==> config.mk <==
export PLATFORM = sky130hd
export DESIGN_NAME = grcq_accum
export DESIGN_NICKNAME = d
export VERILOG_FILES = /design/src/rtl/grid_rectangle_count_query_top_defines.svh /design/src/rtl/grcq_pkg.sv /design/src/rtl/grcq_accum.sv
export SDC_FILE = /design/constraint.sdc
export NUM_CORES = 1
export LEC_CHECK = 0
export BUFFER_PORTS_ARGS = -buffer_cell sky130_fd_sc_hd__buf_2
export CAP_MARGIN = 0
export CORE_MARGIN = 10
export CORE_UTILIZATION = 50
export DETAILED_ROUTE_END_ITERATION = 7
export PLACE_DENSITY = 0.79
export SETUP_SLACK_MARGIN = 0.2
export SYNTH_ARGS = -nofsm -noshare
export SYNTH_HDL_FRONTEND = slang
export SYNTH_SLANG_ARGS = --single-unit
==> constraint.sdc <==
create_clock -name clk_i -period 3.3 [get_ports clk_i]
set_clock_uncertainty 0.1 [all_clocks]
set_input_delay 0.33 -clock clk_i [delete_from_list [all_inputs] [get_ports clk_i]]
set_output_delay 0.33 -clock clk_i [all_outputs]
set_load 0.02 [all_outputs]
==> src/rtl/grid_rectangle_count_query_top_defines.svh <==
// ----------------------------------------------------------------------------
// grid rectangle count query assertion macros
// shared concurrent assertion forms, clocked on clk_i, off during reset
// ----------------------------------------------------------------------------
`ifndef GRID_RECTANGLE_COUNT_QUERY_TOP_DEFINES_SVH
`define GRID_RECTANGLE_COUNT_QUERY_TOP_DEFINES_SVH

// same-cycle implication
`define GRCQ_ASSERT_IMP(label, ante, cons) \
  label: assert property (@(posedge clk_i) disable iff (!rst_ni) (ante) |-> (cons)) \
    else $error("grcq assertion failed");

// next-cycle implication
`define GRCQ_ASSERT_NXT(label, ante, cons) \
  label: assert property (@(posedge clk_i) disable iff (!rst_ni) (ante) |=> (cons)) \
    else $error("grcq assertion failed");

`endif

==> src/rtl/grcq_pkg.sv <==
// ----------------------------------------------------------------------------
// grcq_pkg
// shared constants, codes and types of the grid rectangle count query block
// ----------------------------------------------------------------------------
`default_nettype none

package grcq_pkg;

  localparam int GRID_MAX  = 256;
  localparam int COORD_W   = 9;
  localparam int IDX_W     = $clog2(GRID_MAX);
  localparam int ADDR_W    = 2 * IDX_W;
  localparam int PREFIX_W  = $clog2(GRID_MAX + 1);
  localparam int COUNT_W   = 17;
  localparam int COUNT_MAX = (1 << COUNT_W) - 1;

  typedef enum logic [1:0] {
    CMD_LOAD    = 2'd0,
    CMD_QUERY   = 2'd1,
    CMD_RESTART = 2'd2
  } cmd_e;

  typedef enum logic [1:0] {
    ST_IDLE,
    ST_RUN,
    ST_DRAIN,
    ST_FINISH
  } state_e;

  typedef struct packed {
    logic clear;
    logic add;
    logic lo_zero;
  } acc_ctrl_t;

endpackage

`default_nettype wire

==> src/rtl/grcq_accum.sv <==
// ----------------------------------------------------------------------------
// grcq_accum
// shared compare, subtract and saturating add unit for the row walk
// ----------------------------------------------------------------------------
`default_nettype none

module grcq_accum (
  input  logic                                   clk_i,
  input  logic                                   rst_ni,
  input  grcq_pkg::acc_ctrl_t                    ctrl_i,
  input  logic [grcq_pkg::PREFIX_W-1:0]          hi_i,
  input  logic [grcq_pkg::PREFIX_W-1:0]          lo_i,
  output logic [grcq_pkg::COUNT_W-1:0]           total_o
);
  import grcq_pkg::*;

  logic [COUNT_W-1:0]  total_q, total_d;
  logic [PREFIX_W-1:0] lo_eff;
  logic [PREFIX_W-1:0] diff;
  logic [COUNT_W:0]    sum;

  always_comb begin
    lo_eff  = ctrl_i.lo_zero ? '0 : lo_i;
    diff    = (hi_i > lo_eff) ? PREFIX_W'(hi_i - lo_eff) : '0;
    sum     = {1'b0, total_q} + (COUNT_W+1)'(diff);
    total_d = total_q;
    if (ctrl_i.clear) begin
      total_d = '0;
    end else if (ctrl_i.add) begin
      total_d = (sum > (COUNT_W+1)'(COUNT_MAX)) ? COUNT_W'(COUNT_MAX) : sum[COUNT_W-1:0];
    end
  end

  always_ff @(posedge clk_i or negedge rst_ni) begin
    if (!rst_ni) begin
      total_q <= '0;
    end else begin
      total_q <= total_d;
    end
  end

  assign total_o = total_q;

endmodule

`default_nettype wire

==> summary.txt <==
Final layout
  • Post-route insts no fill: between 300 and 400
  • Synthesis-to-finish area growth: 81.5%
  • Net count, final: 373
  • Largest register FFs: 17
  • Share of cells above drive strength 1: just under 60%
  • Number of diodes: 0
  • Final Util: between 90% and 100%

Synthesis
  • Share of the synthesized area in the top cell type: around a quarter
  • Area contributors post-synth: dfrtp_1 (24%), ha_1 (13%), a311oi_1 (4.9%)
  • Asr flop ratio synth: 100%
  • Commonest cells in the synthesized netlist: nor2_1 (22), ha_1 (18), dfrtp_1 (17), nor3_1 (14), inv_1 (12)
  • Post-synthesis sequential area ratio: around a quarter
  • Synth unique cells: 50
  • Syn_area_per_cell: roughly 8.4 sq um
  • Yosys Warn Count: 0
  • Count leader, synth: nor2_1
  • Syn Std Cell Area: roughly 0.0018 sq mm
  • Synth area leader: dfrtp_1
  • Number of enable flip-flop cells after synthesis: 0
  • Number of synthesized register bits: 17
  • Syn_nets: approximately 260
  • Cells after Synth: about 210
  • Top FF cell, synth: dfrtp_1

Floorplanning
  • Die height: around 80 microns
  • DIE AREA: roughly 0.0064 sq mm
  • Die Wd: 80.0 microns
  • # IOs: 40
  • FP Rows: 21
  • Core region area: about 0.0034 sq mm
  • Initial Util: 52.7%

Place
  • IO buf count: 39
  • Post-DP HPWL: 4.33 mm
  • Pre-CTS WS: -0.618 ns
  • Routability cong.: slightly below 0.9
  • DP Cell Count: roughly 340

Routing
  • Detail Route Antenna Nets: 0
  • Residual DRC count: 0
  • Routed wire length: ~11 mm
  • Via Count: around 2.9k
  • Wire per inst: 30.5 microns
  • DRT Pass-1 Iters: 8
  • Initial DRC Count: 525
  • Vias/cell: 7.63

Clock tree
  • Sink Count: 17
  • CTS Buf Count: 3
  • CTS tree: done
  • CTS Root Cell: clkbuf_4
  • Worst-path clk slew: ~0.13 ns
  • Max clock buf depth: 2
  • CTS HTree Levels: 1
  • Clk_lat worst skew: between 0.3 and 0.4 ns

Run status
  • Status: finished, violations left
  • Violated checks: negative setup slack

Pwr
  • Logic gate share of total power: a little under three quarters
  • Worst-case vdd ir drop: approximately 0.4 mV
  • NetSw: about 610 uW
  • Clock share of power: between 10 and 15%
  • Leak Pwr: 1.48 nW
  • Seq pwr share: 18.2%
  • Pwr Density: 412 mW/mm^2
  • P_int: roughly 740 uW
  • Switching share of power: a little under half

Critical path
  • Worst setup SP type: input pin
  • Maximum fanout along the worst path: 5
  • Worst Setup Path Type: input pin to register
  • CP Capture Type: register
  • CP required: approximately 3.4 ns
  • Crit path arrival time: 4.32 ns

Flow run
  • Max-cap violations: 0

Timing
  • Fmax: roughly 0.24 GHz
  • Period Utilization, post-route: 129%
  • Setup WS post-layout: -0.949 ns
  • Least-Margin Pin Slew: just under 1 ns
  • Slew margin rel.: between 30% and 40%
  • Final Hold Fails: 0
  • Final setup viols: 17
  • Final TNS setup: -8.14 ns
  • RSZ-0062 raised after global routing: true
  • Period minus WS final: between 4 and 5 ns
  • Slew Limit Fails: 0

GRT
  • Global route overflow: 0
  • First-pass GRT wire length: ~12 mm
  • Vias in the first global route: 2,452
  • Largest net degree at the start of global routing: 23
  • Initial antenna violation count: 0
  • Total routing usage reported by global routing: 22.4%

Min path
  • Min-Delay Path Class: input pin to async pin
stage by stage:
| stage | cell area, sq um | hold slack, ns | power, mW |
|---|---|---|---|
| global route | 3270 | 0.390 | 1.37 |
| floorplan | 1940 | -0.0656 | 0.580 |
| global placement | 2480 | 0.181 | 0.769 |
| detailed placement | 2480 | 0.181 | 0.783 |
| CTS | 2940 | 0.335 | 1.06 |
| finish | 3270 | 0.378 | 1.34 |
cell type report:
cell class,count,area (sq um)
inverter,12,45.0
tap,46,57.6
clock buffer,3,22.5
multi-input combinational,179,1800
sequential,17,425
fill,78,150
timing repair buffer,117,907
clock inverter,1,5.00
layout by cell type, fill, tap and decap left out, types with 3 or more instances in the layout:
| master | n |
|---|---|
| nand2b_4 | 5 |
| buf_12 | 3 |
| nand2_1 | 5 |
| a21oi_1 | 5 |
| o211ai_1 | 3 |
| a311oi_2 | 8 |
| dfrtp_1 | 17 |
| buf_6 | 17 |
| xor2_1 | 4 |
| nand4_1 | 3 |
| a31oi_1 | 5 |
| nor2_1 | 19 |
| nor2b_1 | 3 |
| nor3_2 | 4 |
| buf_2 | 38 |
| nor3_1 | 9 |
| o21bai_1 | 4 |
| and4_1 | 3 |
| inv_1 | 10 |
| a211oi_2 | 5 |
| xnor2_1 | 6 |
| nand3_1 | 4 |
| ha_1 | 9 |
| nor2_2 | 3 |
| a21o_1 | 5 |
| nand2b_1 | 6 |
| a21oi_2 | 5 |
| buf_4 | 57 |
| o21ai_1 | 4 |
| ha_4 | 7 |
| clkbuf_4 | 3 |
critical path: stages:
cell and delay [ns]:
buf_12 0.11, nand2b_1 0.19, ha_4 0.19, nor2_1 0.19, o21ai_1 0.16, or3_4 0.37
a221oi_4 0.33, buf_6 0.18, buf_12 0.11, nor3_1 0.05, ha_1 0.38, o211ai_1 0.26
or3b_4 0.48, buf_4 0.16, a211oi_2 0.27, o21bai_1 0.15, a31oi_1 0.40
kinds of logic after synthesis:
kind of cell / count (synthesis) / share of synthesized area, %
AND/OR/NAND/NOR: 83 / 25.2
multiplexers: 1 / 0.556
flip-flops: 17 / 23.6
buffers and inverters: 18 / 4.03
adder cells (fa/ha/maj): 20 / 14.7
AO/OA/AOI/OAI: 64 / 26.9
XOR/XNOR: 10 / 4.87
per-layer routing:
| metal | up-vias | part of all wire, % | GRT usage, % |
|---|---|---|---|
| li1 | 1052 | - | - |
| met1 | 1301 | 31 | 23.4 |
| met2 | 371 | 44 | 38.6 |
| met3 | 138 | 14 | 6.19 |
| met4 | 0 | 10 | 14.1 |
| met5 | - | 0 | 0 |
path summary, 6_finish.rpt:
check / from / endpoint / slack, ns / cells past startpoint
setup / recovery: ctrl_i[0] / total_o[12] / -0.95 / 17
min in group clk_i: ctrl_i[2] / total_o[11] / 0.38 / 2
setup reg to reg: total_o[4] / total_o[12] / 0.50 / 7
max in group asynchronous: rst_ni / total_o[12] / 2.41 / 2
hold / removal: rst_ni / total_o[0] / 0.38 / 2
hold reg to reg: total_o[14] / total_o[14] / 0.48 / 1
power by group through the flow:
stage	Combinational, mW	Clock (mW)	Sequential [mW]
3_5_place_dp	0.541	0	0.242
5_1_grt	0.988	0.143	0.244
3_3_place_gp	0.527	0	0.242
2_1_floorplan	0.321	0	0.258
6_report	0.964	0.136	0.244
4_1_cts	0.704	0.122	0.239
timing repair:
action                                  4_1_cts  5_1_grt
hold buffers                                  1        0
setup buffers                                17       16
resized for setup                            54       32
hold endpoints to repair                     17        0
pin swaps                                    54       46
endpoints found under the setup margin       17       17
cloned                                        2        0
Power figures use the tool's default switching activity.
