$ cat src/rtl/grid_rectangle_count_query_top_defines.svh
// ----------------------------------------------------------------------------
// grid rectangle count query assertion macros
// shared concurrent assertion forms, clocked on clk_i, off during reset
// ----------------------------------------------------------------------------
`ifndef GRID_RECTANGLE_COUNT_QUERY_TOP_DEFINES_SVH
`define GRID_RECTANGLE_COUNT_QUERY_TOP_DEFINES_SVH

// same-cycle implication
`define GRCQ_ASSERT_IMP(label, ante, cons) \
  label: assert property (@(posedge clk_i) disable iff (!rst_ni) (ante) |-> (cons)) \
    else $error("grcq assertion failed");

// next-cycle implication
`define GRCQ_ASSERT_NXT(label, ante, cons) \
  label: assert property (@(posedge clk_i) disable iff (!rst_ni) (ante) |=> (cons)) \
    else $error("grcq assertion failed");

`endif

$ cat src/rtl/grcq_pkg.sv
// ----------------------------------------------------------------------------
// grcq_pkg
// shared constants, codes and types of the grid rectangle count query block
// ----------------------------------------------------------------------------
`default_nettype none

package grcq_pkg;

  localparam int GRID_MAX  = 256;
  localparam int COORD_W   = 9;
  localparam int IDX_W     = $clog2(GRID_MAX);
  localparam int ADDR_W    = 2 * IDX_W;
  localparam int PREFIX_W  = $clog2(GRID_MAX + 1);
  localparam int COUNT_W   = 17;
  localparam int COUNT_MAX = (1 << COUNT_W) - 1;

  typedef enum logic [1:0] {
    CMD_LOAD    = 2'd0,
    CMD_QUERY   = 2'd1,
    CMD_RESTART = 2'd2
  } cmd_e;

  typedef enum logic [1:0] {
    ST_IDLE,
    ST_RUN,
    ST_DRAIN,
    ST_FINISH
  } state_e;

  typedef struct packed {
    logic clear;
    logic add;
    logic lo_zero;
  } acc_ctrl_t;

endpackage

`default_nettype wire

$ cat src/rtl/grcq_seq.sv
// ----------------------------------------------------------------------------
// grcq_seq
// command sequencer: load pointer, query check, row walk and result register
// ----------------------------------------------------------------------------
`default_nettype none
`include "grid_rectangle_count_query_top_defines.svh"

module grcq_seq (
  input  logic                                   clk_i,
  input  logic                                   rst_ni,
  input  logic                                   in_valid_i,
  output logic                                   in_ready_o,
  input  logic [1:0]                             cmd_i,
  input  logic                                   cell_marked_i,
  input  logic [grcq_pkg::COORD_W-1:0]           row_first_i,
  input  logic [grcq_pkg::COORD_W-1:0]           col_first_i,
  input  logic [grcq_pkg::COORD_W-1:0]           row_last_i,
  input  logic [grcq_pkg::COORD_W-1:0]           col_last_i,
  input  logic                                   cfg_we_i,
  input  logic [grcq_pkg::COORD_W-1:0]           cfg_wdata_i,
  output logic                                   wr_en_o,
  output logic [grcq_pkg::ADDR_W-1:0]            wr_addr_o,
  output logic [grcq_pkg::PREFIX_W-1:0]          wr_data_o,
  output logic                                   rd_en_o,
  output logic [grcq_pkg::ADDR_W-1:0]            rd_hi_addr_o,
  output logic [grcq_pkg::ADDR_W-1:0]            rd_lo_addr_o,
  output grcq_pkg::acc_ctrl_t                    acc_ctrl_o,
  input  logic [grcq_pkg::COUNT_W-1:0]           total_i,
  output logic                                   out_valid_o,
  input  logic                                   out_ready_i,
  output logic [grcq_pkg::COUNT_W-1:0]           out_count_o,
  output logic                                   out_bad_o
);
  import grcq_pkg::*;

  state_e               state_q, state_d;
  logic [COORD_W-1:0]   grid_size_q;
  logic [COORD_W-1:0]   load_row_q, load_row_d;
  logic [COORD_W-1:0]   load_col_q, load_col_d;
  logic [PREFIX_W-1:0]  run_sum_q, run_sum_d;
  logic [COORD_W-1:0]   row_q, row_d;
  logic [COORD_W-1:0]   row_last_q, row_last_d;
  logic [COORD_W-1:0]   col_first_q, col_first_d;
  logic [COORD_W-1:0]   col_last_q, col_last_d;
  logic                 res_bad_q, res_bad_d;
  logic                 add_q;
  logic                 lo_zero_q;
  logic                 out_valid_q, out_valid_d;
  logic [COUNT_W-1:0]   out_count_q, out_count_d;
  logic                 out_bad_q, out_bad_d;

  logic [COORD_W-1:0]   n_use;
  logic                 accept;
  logic [COORD_W-1:0]   eff_row;
  logic [COORD_W-1:0]   eff_col;
  logic [PREFIX_W-1:0]  eff_sum;
  logic [PREFIX_W-1:0]  new_sum;
  logic [COORD_W-1:0]   next_col;
  logic                 do_wr;
  logic                 query_bad;
  logic                 acc_clear;

  assign n_use  = (grid_size_q > COORD_W'(GRID_MAX)) ? COORD_W'(GRID_MAX) : grid_size_q;
  assign accept = in_valid_i && in_ready_o;
  assign in_ready_o = (state_q == ST_IDLE);

  // load position, with wrap to the next row when the size shrank
  always_comb begin
    eff_row = load_row_q;
    eff_col = load_col_q;
    eff_sum = run_sum_q;
    do_wr   = 1'b0;
    if (load_row_q <= n_use) begin
      if (load_col_q > n_use) begin
        eff_col = COORD_W'(1);
        eff_row = COORD_W'(load_row_q + COORD_W'(1));
        eff_sum = '0;
      end
      do_wr = (eff_row <= n_use);
    end
    new_sum  = PREFIX_W'(eff_sum + PREFIX_W'(cell_marked_i));
    next_col = COORD_W'(eff_col + COORD_W'(1));
  end

  assign query_bad = (row_first_i == '0) || (col_first_i == '0) ||
                     (row_first_i > row_last_i) || (col_first_i > col_last_i) ||
                     (row_last_i > n_use) || (col_last_i > n_use);

  assign wr_en_o   = accept && (cmd_e'(cmd_i) == CMD_LOAD) && do_wr;
  assign wr_addr_o = {IDX_W'(eff_row - COORD_W'(1)), IDX_W'(eff_col - COORD_W'(1))};
  assign wr_data_o = new_sum;

  always_comb begin
    state_d      = state_q;
    load_row_d   = load_row_q;
    load_col_d   = load_col_q;
    run_sum_d    = run_sum_q;
    row_d        = row_q;
    row_last_d   = row_last_q;
    col_first_d  = col_first_q;
    col_last_d   = col_last_q;
    res_bad_d    = res_bad_q;
    acc_clear    = 1'b0;
    rd_en_o      = 1'b0;
    out_valid_d  = out_valid_q && !out_ready_i;
    out_count_d  = out_count_q;
    out_bad_d    = out_bad_q;

    unique case (state_q)
      ST_IDLE: begin
        if (accept) begin
          case (cmd_i)
            CMD_LOAD: begin
              if (load_row_q <= n_use) begin
                if (!do_wr) begin
                  load_row_d = eff_row;
                  load_col_d = COORD_W'(1);
                  run_sum_d  = '0;
                end else if (next_col > n_use) begin
                  load_row_d = COORD_W'(eff_row + COORD_W'(1));
                  load_col_d = COORD_W'(1);
                  run_sum_d  = '0;
                end else begin
                  load_row_d = eff_row;
                  load_col_d = next_col;
                  run_sum_d  = new_sum;
                end
              end
            end
            CMD_RESTART: begin
              load_row_d = COORD_W'(1);
              load_col_d = COORD_W'(1);
              run_sum_d  = '0;
            end
            CMD_QUERY: begin
              acc_clear   = 1'b1;
              res_bad_d   = query_bad;
              row_d       = row_first_i;
              row_last_d  = row_last_i;
              col_first_d = col_first_i;
              col_last_d  = col_last_i;
              state_d     = query_bad ? ST_FINISH : ST_RUN;
            end
            default: begin
            end
          endcase
        end
      end
      ST_RUN: begin
        rd_en_o = 1'b1;
        if (row_q == row_last_q) begin
          state_d = ST_DRAIN;
        end else begin
          row_d = COORD_W'(row_q + COORD_W'(1));
        end
      end
      ST_DRAIN: begin
        state_d = ST_FINISH;
      end
      ST_FINISH: begin
        if (!out_valid_q || out_ready_i) begin
          out_valid_d = 1'b1;
          out_count_d = res_bad_q ? '0 : total_i;
          out_bad_d   = res_bad_q;
          state_d     = ST_IDLE;
        end
      end
      default: begin
        state_d = ST_IDLE;
      end
    endcase
  end

  assign rd_hi_addr_o = {IDX_W'(row_q - COORD_W'(1)), IDX_W'(col_last_q - COORD_W'(1))};
  assign rd_lo_addr_o = {IDX_W'(row_q - COORD_W'(1)), IDX_W'(col_first_q - COORD_W'(2))};

  assign acc_ctrl_o.clear   = acc_clear;
  assign acc_ctrl_o.add     = add_q;
  assign acc_ctrl_o.lo_zero = lo_zero_q;

  always_ff @(posedge clk_i or negedge rst_ni) begin
    if (!rst_ni) begin
      state_q     <= ST_IDLE;
      grid_size_q <= COORD_W'(GRID_MAX);
      load_row_q  <= COORD_W'(1);
      load_col_q  <= COORD_W'(1);
      run_sum_q   <= '0;
      add_q       <= 1'b0;
      out_valid_q <= 1'b0;
    end else begin
      state_q     <= state_d;
      load_row_q  <= load_row_d;
      load_col_q  <= load_col_d;
      run_sum_q   <= run_sum_d;
      add_q       <= rd_en_o;
      out_valid_q <= out_valid_d;
      if (cfg_we_i) begin
        grid_size_q <= cfg_wdata_i;
      end
    end
  end

  always_ff @(posedge clk_i) begin
    row_q       <= row_d;
    row_last_q  <= row_last_d;
    col_first_q <= col_first_d;
    col_last_q  <= col_last_d;
    res_bad_q   <= res_bad_d;
    lo_zero_q   <= (col_first_q == COORD_W'(1));
    out_count_q <= out_count_d;
    out_bad_q   <= out_bad_d;
  end

  assign out_valid_o = out_valid_q;
  assign out_count_o = out_count_q;
  assign out_bad_o   = out_bad_q;

  `GRCQ_ASSERT_IMP(a_sum_within_col, 1'b1, run_sum_q <= PREFIX_W'(load_col_q - COORD_W'(1)))
  `GRCQ_ASSERT_IMP(a_add_in_walk, add_q, (state_q == ST_RUN) || (state_q == ST_DRAIN))
  `GRCQ_ASSERT_IMP(a_row_in_range, state_q == ST_RUN, row_q <= row_last_q)
  `GRCQ_ASSERT_NXT(a_finish_posts, (state_q == ST_FINISH) && (!out_valid_q || out_ready_i),
                   out_valid_q && (state_q == ST_IDLE))

endmodule

`default_nettype wire

$ cat config.mk
export PLATFORM = sky130hd
export DESIGN_NAME = grcq_seq
export DESIGN_NICKNAME = d
export VERILOG_FILES = /design/src/rtl/grcq_pkg.sv /design/src/rtl/grcq_seq.sv
export VERILOG_INCLUDE_DIRS = /design/src /design/src/rtl
export SDC_FILE = /design/constraint.sdc
export NUM_CORES = 1
export LEC_CHECK = 0
export BUFFER_PORTS_ARGS = -buffer_cell sky130_fd_sc_hd__buf_2
export CAP_MARGIN = 20
export CORE_ASPECT_RATIO = 0.6
export CORE_MARGIN = 2
export CORE_UTILIZATION = 35
export CTS_BUF_LIST = sky130_fd_sc_hd__clkbuf_8
export CTS_CLUSTER_SIZE = 10
export DETAILED_ROUTE_END_ITERATION = 10
export GPL_TIMING_DRIVEN = 0
export PLACE_DENSITY = 0.6
export SLEW_MARGIN = 40
export SYNTH_ARGS = -nofsm -noshare
export SYNTH_HDL_FRONTEND = slang
export SYNTH_SLANG_ARGS = --single-unit
$ cat constraint.sdc
create_clock -name clk_i -period 11.45 [get_ports clk_i]
set_clock_uncertainty 0.05 [all_clocks]
set_input_delay 1.145 -clock clk_i [delete_from_list [all_inputs] [get_ports clk_i]]
set_output_delay 1.145 -clock clk_i [all_outputs]
set_load 0.01 [all_outputs]
==> summary.md <==
| Metric | Value |
|---|---|
| Status | `finished, final reports clean` |
| Die width | `roughly 190 µm` |
| Detailed placement HPWL | `between 15000 and 20000 µm` |
| Seq/Total Area, Yosys | `0.3701` |
| Sum of negative setup slack | `0 ns` |
| Syn Area/Cell | `roughly 9.5 µm²` |
| Post-synthesis compound-gate area fraction | `0.1412` |
| RSZ-0062 raised after global routing | `no` |
| Sink Count | `95` |
| Peak supply drop | `about 120 µV` |
| Multiplexer share of the synthesized area | `0.01715` |
| Worst Path Arrival | `7.24 ns` |
| CTS Hold Bufs | `0` |
| Post-synthesis xor/xnor area fraction | `0.08696` |
| Synth Instances | `about 750` |
| Design area | `between 0.008 and 0.009 mm²` |
| Setup crit end kind | `flop` |
| Routed vias | `approximately 6000` |
| Hold Path Class | `flop to flop` |
| Post-CTS setup buffer count | `0` |
| Cell mode on critical path | `clkbuf_1` |
| CTS tree | `yes` |
| Crit-path max FO | `12` |
| Min-delay src | `run_sum_q[0]` |
| Max incr delay on CP | `approximately 0.56 ns` |
| Leak | `3.860 nW` |
| Uppermost layer routed | `met4` |
| Met3 routed WL | `about 1400 µm` |
| Worst Hold Depth | `1` |
| Root Driver | `clkbuf_8` |
| Number of diodes | `0` |
| TritonRoute pass-1 iters | `5` |
| Slowest-stage cell, CP | `dfstp_2` |
| Setup CP Type | `flop to flop` |
| Max-cap violations | `0` |
| Antenna-violating nets left | `0` |
| Fraction of layout cells with a size suffix above 1 | `0.2234` |
| DRT iter0 DRCs | `424` |
| Achievable clock frequency | `~140 MHz` |
| Post-synth ARST share | `0.4211` |
| Post-CTS Resized | `0` |
| Drt drc | `0` |
| Fin util | `0.4242` |
| Yosys reg bits | `95` |
| Io pins | `152` |
| Routability congestion estimate from global placement | `0.8508` |
| Post-Synth Adder-Cell Area | `0.1522` |
| Bufs on Longest Clock Path | `2` |
| Cells on worst reg2reg path | `20` |
| Startpoint types | `flop` |
| Post-synth cell types | `62` |
| Syn nets | `a little over 900` |
| Final Critical Period | `approximately 7.0 ns` |
| DP Area | `0.008289 mm²` |
| Worst-margin pin slew | `around 0.79 ns` |
| DR WL met2 | `between 7000 and 8000 µm` |
| Vias per cell | `between 5 and 6` |
| Post-synthesis cell area | `between 0.007 and 0.008 mm²` |
| Rows | `40` |
| Post-synthesis simple-gate area fraction | `0.1801` |
| Core area | `~0.020 mm²` |
| Worst R2R End | `load_row_q[5]` |
| First-pass GRT wire length | `roughly 31000 µm` |
| Largest net degree at the start of global routing | `just over 40` |
| H-tree levels | `3` |
| Nets | `between 1000 and 1500` |
| Synth Warn # | `0` |
| Initial core utilization | `0.3572` |
| EDFF count, synth | `54` |
| Port bufs | `150` |
| Pins Over Slew Limit | `0` |
| Vias in the first global route | `5765` |
| Slew headroom | `0.4720` |
| Main synth FF type | `edfxtp_1` |
| Min-Delay Endpoint | `run_sum_q[0]` |
| Final wirelength | `19670 µm` |
| Area Overhead vs Synth | `18.76%` |
| Clock buffer count from CTS | `9` |
| Drt wl/cell | `between 15 and 20 µm` |
| Reg-to-reg slack, setup | `about 4.4 ns` |
| Crit share post-route | `0.6129` |
| Total gr overflow | `0` |
| Initial antenna violation count | `0` |
| GRT Total Usage | `0.1868` |
| Die area | `between 0.02 and 0.025 mm²` |
| Hold WS | `0.4489 ns` |
| Largest family of logic cells by synthesized area | `simple AND/OR/NAND/NOR gates` |
| Final setup viols | `0` |
| Clk_lat worst skew | `~0.40 ns` |
| Worst EP required | `approximately 12 ns` |
| CTS clock-pin slew for the worst setup and hold paths | `roughly 0.11 ns` |
| Pwr dens | `approximately 170 mW/mm²` |
| Final Hold Vio Count | `0` |
| Metal-1 WL | `around 11000 µm` |
| DIE HEIGHT | `around 110 µm` |
| RR Startpoint | `grid_size_q[8]` |
| Crit-path cells | `clkinv_1 > nand2_1 > ha_1 > a21o_1 > a21o_1 > a2111oi_4 > o211a_1 > clkbuf_1 > clkbuf_1 > clkbuf_1 > nor2_1 > ha_1 > o21a_1 > o31ai_1 > a211oi_1 > o31ai_2 > nor3_1 > o211ai_1 > or3_1 > a32o_1` |
state kept, by name, indices dropped and copies added, names as in the netlist, 8 cells and up:
signal	flops
run_sum_q	9
load_col_q	9
load_row_q	9
row_q	9
out_count_o	17
row_last_q	9
grid_size_q	9
col_last_q	8
col_first_q	9
per-stage QoR:
step | power, mW | setup WS [ns] | instances
finish | 1.411 | 4.432 | 1195
global route | 1.521 | 3.884 | 1195
CTS | 1.423 | 4.464 | 1195
detailed placement | 1.182 | 4.516 | 1179
global placement | 1.171 | 4.173 | 1175
floorplan | 0.9412 | 5.826 | 752
synth_stat cells, drive strengths merged, types with 5 or more instances:
master,instances,area (µm²)
nor3,23,120.1
o21ai,26,130.1
o2111ai,6,52.55
o31ai,14,105.1
nor2b,23,143.9
inv,48,180.2
nand4,17,106.4
a21o,7,52.55
clkbuf,22,82.58
a21oi,25,125.1
xor2,37,324.1
nand2,66,247.7
dfrtp,37,925.9
and2,8,52.55
ha,87,1089
buf,16,107.6
edfxtp,54,1622
a32o,10,100.1
or3,5,31.28
nor2,59,221.5
nand3,30,150.1
o21a,17,127.6
nor4,7,43.79
mux2,10,112.6
xnor2,34,297.8
worst max-delay path: cells and delay by family (launching register included):
family	cells	cell delay [ns]
flip-flops	1	0.56
adder cells (fa/ha/maj)	2	0.63
AO/OA/AOI/OAI	10	2.43
AND/OR/NAND/NOR	4	1.47
buffers and inverters	4	1.73
placed cells by master (no fill, tap or decap), types with 30 or more instances in the layout:
master / instances
buf_2: 151
ha_1: 87
nand2_1: 66
nor2_1: 59
edfxtp_1: 54
inv_1: 48
xor2_1: 37
dfrtp_1: 37
xnor2_1: 34
nand3_1: 30
kinds of logic after synthesis:
| kind of cell | after synthesis |
|---|---|
| mux | 11 |
| flops | 95 |
| fa+ha+maj | 87 |
| xor+xnor | 71 |
| buf+inv | 87 |
| compound gates | 140 |
| simple gates | 261 |
how the worst max path moves through the flow:
stage                        start       endpoint  slack, ns  cells past startpoint
floorplan           grid_size_q[8]  load_row_q[5]       5.83                     23
detailed placement  grid_size_q[8]  load_row_q[5]       4.52                     20
CTS                 grid_size_q[8]  load_row_q[5]       4.46                     20
global route        grid_size_q[8]  load_row_q[5]       3.88                     20
finish              grid_size_q[8]  load_row_q[5]       4.43                     20
global placement    grid_size_q[8]  load_row_q[5]       4.17                     23
area by class of cell:
class	instances	area (µm²)
Fill cell	2010	11530
Multi-Input combinational cell	570	4145
Clock buffer	9	123.9
Clock inverter	7	77.57
Buffer	38	190.2
Timing Repair Buffer	154	783.3
Tap cell	273	341.6
Inverter	49	183.9
Sequential cell	95	2646
power breakdown:
part	internal, mW	total, mW	switching (mW)	leakage [nW]
clock network	0.103	0.237	0.134	0.0958
registers	0.444	0.494	0.0497	1.03
logic	0.286	0.680	0.394	2.74
layer usage:
layer,GRT usage,vias up
li1,-,3042
met1,0.2977,2770
met2,0.2502,196
met3,0.04658,12
met4,0.03281,0
met5,0,-
Power figures use the tool's default switching activity.
